`src/design/brcu_pkg.sv`:
```
`timescale 1ns / 1ps
// Shared types and constants for the bandwidth-ratio cwnd update core.
// No dependencies.
package brcu_pkg;

  localparam int unsigned BwW     = 40;
  localparam int unsigned AckW    = 16;
  localparam int unsigned CwndW   = 32;
  localparam int unsigned SegW    = 16;
  localparam int unsigned RemW    = BwW + 1;
  localparam int unsigned InDataW = 88;
  localparam int unsigned DivCntW = 5;

  localparam logic [SegW-1:0] SegReset = 16'd1448;

  typedef enum logic [1:0] {
    REGION_LIGHT  = 2'd0,
    REGION_NORMAL = 2'd1,
    REGION_DECAY  = 2'd2,
    REGION_NOACK  = 2'd3
  } region_e;

  typedef enum logic [1:0] {
    DIV_WIN   = 2'd0,
    DIV_ADD   = 2'd1,
    DIV_DECAY = 2'd2
  } div_sel_e;

  typedef enum logic [3:0] {
    ST_IDLE     = 4'd0,
    ST_EVAL     = 4'd1,
    ST_WIN_DIV  = 4'd2,
    ST_ADD_LOAD = 4'd3,
    ST_ADD_DIV  = 4'd4,
    ST_MUL_LO   = 4'd5,
    ST_MUL_HI   = 4'd6,
    ST_DEC_LOAD = 4'd7,
    ST_DEC_DIV  = 4'd8,
    ST_DONE     = 4'd9
  } state_e;

  typedef struct packed {
    logic     load_item;
    logic     calc_sum;
    logic     mul_lo;
    logic     mul_hi;
    logic     div_load;
    div_sel_e div_sel;
    logic     div_step;
    logic     finish;
  } dp_cmd_t;

  typedef struct packed {
    region_e region;
    logic    div_last;
    logic    out_busy;
  } dp_status_t;

endpackage

```
`src/design/bandwidth_ratio_cwnd_update_core.sv`:
```
`timescale 1ns / 1ps
// Bandwidth-ratio congestion window update core, top level.
// Depends on brcu_pkg, brcu_ctrl, brcu_dp (and brcu_div below it).
//
// Usage:
//   Slave stream: one beat per ACK event, tdata = {cwnd_in, acked_count,
//   current_bw}. Master stream: one beat per event, tdata = cwnd_out,
//   tuser = load_region. cfg_* writes seg_size; write it only while idle.
//   One event is processed at a time; s_axis_tready is high only when idle.
//   Steps per event, using the serial divider passes:
//     growth (light/normal): window divide, then step divide
//     proportional decay:    two split multiplies, one divide
//     no ack:                no divide, cwnd_in is passed on
//   The next input beat can be taken in the cycle after the result is registered.
//   A stalled master keeps the result in the output register; the core
//   still takes and works on the next event and holds it until the
//   output register frees up.
//   Reset clears the kept bandwidth estimate to zero, seg_size to 1448
//   and empties the output register.
module bandwidth_ratio_cwnd_update_core import brcu_pkg::*; (
  input  logic               clk_i,
  input  logic               rst_ni,
  input  logic               s_axis_tvalid,
  output logic               s_axis_tready,
  input  logic [InDataW-1:0] s_axis_tdata,  // current_bw[39:0], acked_count[55:40], cwnd_in[87:56]
  output logic               m_axis_tvalid,
  input  logic               m_axis_tready,
  output logic [CwndW-1:0]   m_axis_tdata,  // cwnd_out[31:0]
  output logic [1:0]         m_axis_tuser,  // load_region[1:0]
  input  logic               cfg_valid_i,
  output logic               cfg_ready_o,
  input  logic [SegW-1:0]    cfg_data_i     // seg_size[15:0]
);

  dp_cmd_t    cmd;
  dp_status_t status;

  assign cfg_ready_o = 1'b1;

  brcu_ctrl u_ctrl (
    .clk_i      (clk_i),
    .rst_ni     (rst_ni),
    .in_valid_i (s_axis_tvalid),
    .in_ready_o (s_axis_tready),
    .status_i   (status),
    .cmd_o      (cmd)
  );

  brcu_dp u_dp (
    .clk_i        (clk_i),
    .rst_ni       (rst_ni),
    .in_data_i    (s_axis_tdata),
    .cfg_we_i     (cfg_valid_i && cfg_ready_o),
    .cfg_data_i   (cfg_data_i),
    .cmd_i        (cmd),
    .status_o     (status),
    .out_ready_i  (m_axis_tready),
    .out_valid_o  (m_axis_tvalid),
    .out_cwnd_o   (m_axis_tdata),
    .out_region_o (m_axis_tuser)
  );

endmodule

```
`src/design/brcu_div.sv`:
```
`timescale 1ns / 1ps
// Restoring divider, one quotient bit per cycle while step_i is high, 32 quotient bits.
// Depends on brcu_pkg. Remainder preload must be below the divisor.
module brcu_div import brcu_pkg::*; (
  input  logic             clk_i,
  input  logic             rst_ni,
  input  logic             load_i,
  input  logic             step_i,
  input  logic [RemW-1:0]  rem_init_i,
  input  logic [CwndW-1:0] dvd_init_i,
  input  logic [RemW-1:0]  dsr_i,
  output logic [CwndW-1:0] quo_o,
  output logic             last_o
);

  logic [RemW-1:0]    rem_q, rem_d;
  logic [CwndW-1:0]   dvd_q, dvd_d;
  logic [RemW-1:0]    dsr_q;
  logic [DivCntW-1:0] cnt_q, cnt_d;
  logic [RemW:0]      trial;
  logic [RemW:0]      diff;
  logic               ge;

  assign trial = {rem_q, dvd_q[CwndW-1]};
  assign ge    = trial >= {1'b0, dsr_q};
  assign diff  = trial - {1'b0, dsr_q};

  always_comb begin
    rem_d = rem_q;
    dvd_d = dvd_q;
    cnt_d = cnt_q;
    if (load_i) begin
      rem_d = rem_init_i;
      dvd_d = dvd_init_i;
      cnt_d = '0;
    end else if (step_i) begin
      rem_d = ge ? diff[RemW-1:0] : trial[RemW-1:0];
      dvd_d = {dvd_q[CwndW-2:0], ge};
      cnt_d = cnt_q + 1'b1;
    end
  end

  always_ff @(posedge clk_i or negedge rst_ni) begin
    if (!rst_ni) begin
      cnt_q <= '0;
    end else begin
      cnt_q <= cnt_d;
    end
  end

  always_ff @(posedge clk_i) begin
    rem_q <= rem_d;
    dvd_q <= dvd_d;
    if (load_i) begin
      dsr_q <= dsr_i;
    end
  end

  assign quo_o  = dvd_q;
  assign last_o = (cnt_q == {DivCntW{1'b1}});

endmodule

```
`src/design/brcu_dp.sv`:
```
`timescale 1ns / 1ps
// Datapath: item and state registers, region decode, split multiply,
// divider operand selection and result register. Depends on brcu_pkg, brcu_div.
module brcu_dp import brcu_pkg::*; (
  input  logic               clk_i,
  input  logic               rst_ni,
  input  logic [InDataW-1:0] in_data_i,
  input  logic               cfg_we_i,
  input  logic [SegW-1:0]    cfg_data_i,
  input  dp_cmd_t            cmd_i,
  output dp_status_t         status_o,
  input  logic               out_ready_i,
  output logic               out_valid_o,
  output logic [CwndW-1:0]   out_cwnd_o,
  output logic [1:0]         out_region_o
);

  logic [SegW-1:0]  seg_q;
  logic [BwW-1:0]   cur_q, prev_q;
  logic [CwndW-1:0] cwnd_q;
  logic             ack_zero_q;
  logic [RemW-1:0]  sum_q;
  logic [63:0]      p0_q;
  logic [RemW-1:0]  p1_q;
  logic             out_valid_q;
  logic [CwndW-1:0] out_cwnd_q, out_cwnd_d;
  region_e          out_region_q;

  logic [SegW-1:0]  seg_eff;
  logic [RemW:0]    prev3, cur2;
  region_e          region;
  logic [72:0]      prod;
  logic [RemW-1:0]  rem_init, dsr;
  logic [CwndW-1:0] dvd_init;
  logic [CwndW-1:0] quo, quo_eff;
  logic             div_last;
  logic [SegW:0]    add_num;
  logic [CwndW:0]   grow;

  assign seg_eff = (seg_q == '0) ? {{(SegW-1){1'b0}}, 1'b1} : seg_q;
  assign prev3   = {2'b00, prev_q} + {1'b0, prev_q, 1'b0};
  assign cur2    = {1'b0, cur_q, 1'b0};

  always_comb begin
    priority if (ack_zero_q) begin
      region = REGION_NOACK;
    end else if (prev_q != '0 && cur_q < prev_q) begin
      region = REGION_DECAY;
    end else if (prev_q != '0 && cur2 >= prev3) begin
      region = REGION_LIGHT;
    end else begin
      region = REGION_NORMAL;
    end
  end

  assign prod    = {9'd0, p0_q} + {p1_q, 32'd0};
  assign quo_eff = (quo == '0) ? {{(CwndW-1){1'b0}}, 1'b1} : quo;
  assign add_num = (region == REGION_LIGHT) ? {seg_eff, 1'b0} : {1'b0, seg_eff};

  always_comb begin
    unique case (cmd_i.div_sel)
      DIV_WIN: begin
        rem_init = '0;
        dvd_init = cwnd_q;
        dsr      = {{(RemW-SegW){1'b0}}, seg_eff};
      end
      DIV_ADD: begin
        rem_init = '0;
        dvd_init = {{(CwndW-SegW-1){1'b0}}, add_num};
        dsr      = {{(RemW-CwndW){1'b0}}, quo_eff};
      end
      DIV_DECAY: begin
        rem_init = prod[72:32];
        dvd_init = prod[31:0];
        dsr      = {prev_q, 1'b0};
      end
      default: begin
        rem_init = '0;
        dvd_init = cwnd_q;
        dsr      = {{(RemW-SegW){1'b0}}, seg_eff};
      end
    endcase
  end

  brcu_div u_div (
    .clk_i      (clk_i),
    .rst_ni     (rst_ni),
    .load_i     (cmd_i.div_load),
    .step_i     (cmd_i.div_step),
    .rem_init_i (rem_init),
    .dvd_init_i (dvd_init),
    .dsr_i      (dsr),
    .quo_o      (quo),
    .last_o     (div_last)
  );

  assign grow = {1'b0, cwnd_q} + {1'b0, quo_eff};

  always_comb begin
    unique case (region)
      REGION_LIGHT, REGION_NORMAL: out_cwnd_d = grow[CwndW] ? '1 : grow[CwndW-1:0];
      REGION_DECAY: begin
        out_cwnd_d = (quo < {{(CwndW-SegW){1'b0}}, seg_eff}) ?
                     {{(CwndW-SegW){1'b0}}, seg_eff} : quo;
      end
      REGION_NOACK: out_cwnd_d = cwnd_q;
      default:      out_cwnd_d = cwnd_q;
    endcase
  end

  always_ff @(posedge clk_i or negedge rst_ni) begin
    if (!rst_ni) begin
      seg_q       <= SegReset;
      prev_q      <= '0;
      ack_zero_q  <= 1'b0;
      out_valid_q <= 1'b0;
    end else begin
      if (cfg_we_i) begin
        seg_q <= cfg_data_i;
      end
      if (cmd_i.load_item) begin
        ack_zero_q <= (in_data_i[55:40] == '0);
      end
      if (cmd_i.finish && region != REGION_NOACK) begin
        prev_q <= cur_q;
      end
      if (cmd_i.finish) begin
        out_valid_q <= 1'b1;
      end else if (out_ready_i) begin
        out_valid_q <= 1'b0;
      end
    end
  end

  always_ff @(posedge clk_i) begin
    if (cmd_i.load_item) begin
      cur_q  <= in_data_i[39:0];
      cwnd_q <= in_data_i[87:56];
    end
    if (cmd_i.calc_sum) begin
      sum_q <= {1'b0, cur_q} + {1'b0, prev_q};
    end
    if (cmd_i.mul_lo) begin
      p0_q <= cwnd_q * sum_q[31:0];
    end
    if (cmd_i.mul_hi) begin
      p1_q <= cwnd_q * sum_q[RemW-1:32];
    end
    if (cmd_i.finish) begin
      out_cwnd_q   <= out_cwnd_d;
      out_region_q <= region;
    end
  end

  assign status_o.region   = region;
  assign status_o.div_last = div_last;
  assign status_o.out_busy = out_valid_q && !out_ready_i;

  assign out_valid_o  = out_valid_q;
  assign out_cwnd_o   = out_cwnd_q;
  assign out_region_o = out_region_q;

endmodule

```
`src/design/brcu_ctrl.sv`:
```
`timescale 1ns / 1ps
// Controller state machine sequencing decode, multiply and the divide passes (two for growth, one for decay).
// Depends on brcu_pkg.
module brcu_ctrl import brcu_pkg::*; (
  input  logic       clk_i,
  input  logic       rst_ni,
  input  logic       in_valid_i,
  output logic       in_ready_o,
  input  dp_status_t status_i,
  output dp_cmd_t    cmd_o
);

  state_e state_q, state_d;

  always_ff @(posedge clk_i or negedge rst_ni) begin
    if (!rst_ni) begin
      state_q <= ST_IDLE;
    end else begin
      state_q <= state_d;
    end
  end

  always_comb begin
    state_d = state_q;
    unique case (state_q)
      ST_IDLE: begin
        if (in_valid_i) state_d = ST_EVAL;
      end
      ST_EVAL: begin
        unique case (status_i.region)
          REGION_NOACK: state_d = ST_DONE;
          REGION_DECAY: state_d = ST_MUL_LO;
          default:      state_d = ST_WIN_DIV;
        endcase
      end
      ST_WIN_DIV: begin
        if (status_i.div_last) state_d = ST_ADD_LOAD;
      end
      ST_ADD_LOAD: state_d = ST_ADD_DIV;
      ST_ADD_DIV: begin
        if (status_i.div_last) state_d = ST_DONE;
      end
      ST_MUL_LO:   state_d = ST_MUL_HI;
      ST_MUL_HI:   state_d = ST_DEC_LOAD;
      ST_DEC_LOAD: state_d = ST_DEC_DIV;
      ST_DEC_DIV: begin
        if (status_i.div_last) state_d = ST_DONE;
      end
      ST_DONE: begin
        if (!status_i.out_busy) state_d = ST_IDLE;
      end
      default: state_d = ST_IDLE;
    endcase
  end

  always_comb begin
    cmd_o         = '0;
    cmd_o.div_sel = DIV_WIN;
    in_ready_o    = 1'b0;
    unique case (state_q)
      ST_IDLE: begin
        in_ready_o      = 1'b1;
        cmd_o.load_item = in_valid_i;
      end
      ST_EVAL: begin
        cmd_o.calc_sum = 1'b1;
        cmd_o.div_load = (status_i.region == REGION_LIGHT) ||
                         (status_i.region == REGION_NORMAL);
      end
      ST_ADD_LOAD: begin
        cmd_o.div_load = 1'b1;
        cmd_o.div_sel  = DIV_ADD;
      end
      ST_MUL_LO:   cmd_o.mul_lo = 1'b1;
      ST_MUL_HI:   cmd_o.mul_hi = 1'b1;
      ST_DEC_LOAD: begin
        cmd_o.div_load = 1'b1;
        cmd_o.div_sel  = DIV_DECAY;
      end
      ST_WIN_DIV, ST_ADD_DIV, ST_DEC_DIV: cmd_o.div_step = 1'b1;
      ST_DONE:     cmd_o.finish = !status_i.out_busy;
      default:     cmd_o.finish = 1'b0;
    endcase
  end

endmodule
```
`config.mk`:
```
export PLATFORM = sky130hd
export DESIGN_NAME = bandwidth_ratio_cwnd_update_core
export DESIGN_NICKNAME = d
export VERILOG_FILES = /design/src/design/brcu_pkg.sv /design/src/design/bandwidth_ratio_cwnd_update_core.sv /design/src/design/brcu_div.sv /design/src/design/brcu_dp.sv /design/src/design/brcu_ctrl.sv
export SDC_FILE = /design/constraint.sdc
export NUM_CORES = 2
export LEC_CHECK = 0
export ABC_AREA = 1
export BUFFER_PORTS_ARGS = -buffer_cell sky130_fd_sc_hd__buf_2
export CORE_UTILIZATION = 25
export DETAILED_ROUTE_END_ITERATION = 12
export PLACE_DENSITY = 0.43
export SLEW_MARGIN = 0
export SYNTH_ARGS = -nofsm -noshare
export SYNTH_HDL_FRONTEND = slang
export SYNTH_SLANG_ARGS = --single-unit
```
`constraint.sdc`:
```
create_clock -name clk_i -period 21.1 [get_ports clk_i]
set_input_delay 1.055 -clock clk_i [delete_from_list [all_inputs] [get_ports clk_i]]
set_output_delay 1.055 -clock clk_i [all_outputs]
set_load 0.03 [all_outputs]
```
==> metrics.cfg <==
[yosys]
yosysWarnings = 0
postSynthAreaPerCell_sq_um = 7.867
synth.most_common_cell = inv_1
netlist_area_sq_um = 74320
async_flop_share = 0.1547
synth_common_cells = inv_1 (2,377), nand2_1 (2,212), fa_1 (1,112)
synthFlopType = edfxtp_1
synth_cell_type_count = 63
synth.ff_latch_count = 433
synth_area_leaders = fa_1 (30%), edfxtp_1 (15%), inv_1 (12%), nand2_1 (11%), ha_1 (11%)
synth_top_area_frac = 0.2996
synth_enable_flop_cells = 366
synth-seq-area-share = 0.1705
synthCells = 9447
synth_nets = 11300
synth_top_area_cell = fa_1

[grt]
grt_pass1_vias = 65130
grt_pass1_wl_microns = 451800
track_usage = 0.2057
grt_max_degree = 83
grt_overflow = 0
grt_antenna_before_repair = 18

[run_status]
failed_checks = max-capacitance violations, max-slew violations
outcome = finished with violations

[routing]
finalWirelength_microns = 306900
post_drt_wl_per_cell_microns = 22.94
drtAntennaViolNets = 0
drtIter0Drc = 5293
drc = 0
vias = 61990
dr.pass1.iters = 8
via_per_inst = 4.633

[finish]
fin_util = 0.2771
fillers = 32270
drive_above_1_share = 0.04709
nNetsFinal = 11250
syn_to_final_growth_pct = 9.927
stdcell_area_sq_um = 81690

[critical_path]
cp.arrival_ns = 9.44
r2r_setup_slack_ns = 12.10
cp_data_required_time_ns = 21.54
crit-reg2reg-launch = u_dp.cwnd_q[20]
crit_path_end_kind = register
crit_fanout = 25
r2r_end = u_dp.p0_q[61]
r2r_cells = 25
crit_type = reg -> reg
critPathLaunchType = register

[floorplan]
initial_core_util = 0.2521
coreArea_sq_um = 294800
die_y_microns = 547.2
fp-row-count = 199
die-area_sq_um = 299400
io_pins = 146
fp.dieW_microns = 547.2

[clocking]
cts_tree = built
clkTransAtPathRegs_ns = 0.06
cts_buffers = 66
clk_latency_ns = 0.71
cts_setup_buffers = 0
cts-root-buf = clkbuf_16
htree_levels = 3
cts-hold-fix-buffers = 0
clock_path_buffers = 3
cts.repair.resized = 0
cts.sinks = 433

[timing]
timing.fmax_mhz = 111.1
slew_headroom = -0.1310
hold_ws_ns = 0.2452
fin_crit_sh = 0.4267
worstMarginPinSlew_ns = 1.691
fin_crit_ns = 9.004
grt_setup_unrepaired = false
setup_viol_count_final = 0
slew_violations = 4
hold_viol_final = 0
fin_tns_setup_ns = 0
skew_ns = 0.05065

[placement]
place.gp.congestion = 0.9604
dpl_cell_area_sq_um = 79440
dp_hpwl_microns = 245400
port_buffers = 144

[run]
cap_violations = 2

[min_path]
min_path_type = in -> async

worst max path at each step:
stage | from | endpoint | slack, ns | cells past startpoint
floorplan | u_dp.cwnd_q[15] | u_dp.p0_q[45] | 14.30 | 28
global placement | u_dp.cwnd_q[5] | u_dp.p0_q[44] | 11.80 | 25
detailed placement | u_dp.cwnd_q[3] | u_dp.p0_q[44] | 11.84 | 24
CTS | u_dp.cwnd_q[3] | u_dp.p0_q[44] | 11.80 | 24
global route | u_dp.cwnd_q[7] | u_dp.p0_q[61] | 11.71 | 26
finish | u_dp.cwnd_q[20] | u_dp.p0_q[61] | 12.10 | 25
critical path, stage by stage, from the launching register on:
cell and delay, ns:
edfxtp_1 1.04, buf_4 0.50, nand2_1 0.13, inv_1 0.10, fa_1 0.43, inv_1 0.13, fa_1 0.42, inv_1 0.09
fa_1 0.45, fa_1 0.56, fa_1 0.42, fa_1 0.49, inv_1 0.05, fa_1 0.49, inv_1 0.05, ha_1 0.28
ha_1 0.46, nand2_1 0.16, nor2_1 0.13, inv_1 0.08, nor4_1 0.85, o21ai_0 0.30, nand3_1 0.57, a21oi_1 0.14
o21ai_0 0.27, xor2_1 0.10
placed cells by master (no fill, tap or decap), drive strengths merged, types with 10 or more instances in the layout:
cell / count
a211oi: 11
a21o: 29
a21oi: 494
a31oi: 57
buf: 272
clkbuf: 80
clkinv: 25
dfrtp: 62
diode: 10
edfxtp: 366
fa: 1112
ha: 628
inv: 2389
nand2: 2216
nand3: 245
nand4: 72
nor2: 497
nor3: 50
nor4: 38
o211ai: 20
o21a: 21
o21ai: 354
o21bai: 25
o221ai: 34
o22ai: 17
xnor2: 84
xor2: 165
sequential cells by signal (all words and copies together), names as in the netlist, 5 cells and up:
signal / cells
u_dp.u_div.quo_o: 32
u_dp.p1_q: 41
u_dp.cwnd_q: 32
u_dp.u_div.rem_q: 41
u_dp.out_cwnd_o: 32
u_dp.u_div.cnt_q: 5
u_dp.seg_q: 16
u_dp.sum_q: 41
u_dp.prev_q: 40
u_dp.cur_q: 40
u_dp.u_div.dsr_q: 41
u_dp.p0_q: 64
routing by layer:
layer | part of all wire | track usage | routed length [microns] | up-vias
met2 | 0.46 | 0.3368 | 140700 | 1927
met5 | 0.00019 | 0 | 58 | -
met4 | 0.049 | 0.08996 | 15080 | 8
met1 | 0.44 | 0.2723 | 134300 | 31220
met3 | 0.054 | 0.02475 | 16650 | 371
li1 | - | - | - | 28460
final cells by class:
class                   instances  area, sq um  share of cell area
multi-input cells            6239        51220              0.6270
clock inverters                40        469.2            0.005744
flip-flops and latches        433        12670              0.1551
repair buffers                272         1684             0.02062
diodes                         10        25.02           0.0003063
well taps                    3919         4903             0.06002
inverters                    2385         8960              0.1097
clock buffers                  80         1757             0.02150
metrics by stage:
stage                     setup slack [ns]  std cells
after floorplan                      14.30       9447
after global placement               11.80      13250
after detailed placement             11.84      13250
after CTS                            11.80      13370
after global routing                 11.71      13380
final                                12.10      13380
logic make-up (layout without fill, tap and decap cells):
group,Yosys count,in the layout,synth area share
fa+ha+maj,1740,1740,0.4053
other cells,1,11,0.00005046
xor+xnor,249,249,0.02935
compound gates,1102,1102,0.08373
buf+inv,2775,2777,0.1411
flops,433,433,0.1705
simple gates,3147,3147,0.1699
Power is left out: the tool's default activity adds up to more than one toggle a clock period on the data nets, which glitch-free logic cannot reach.
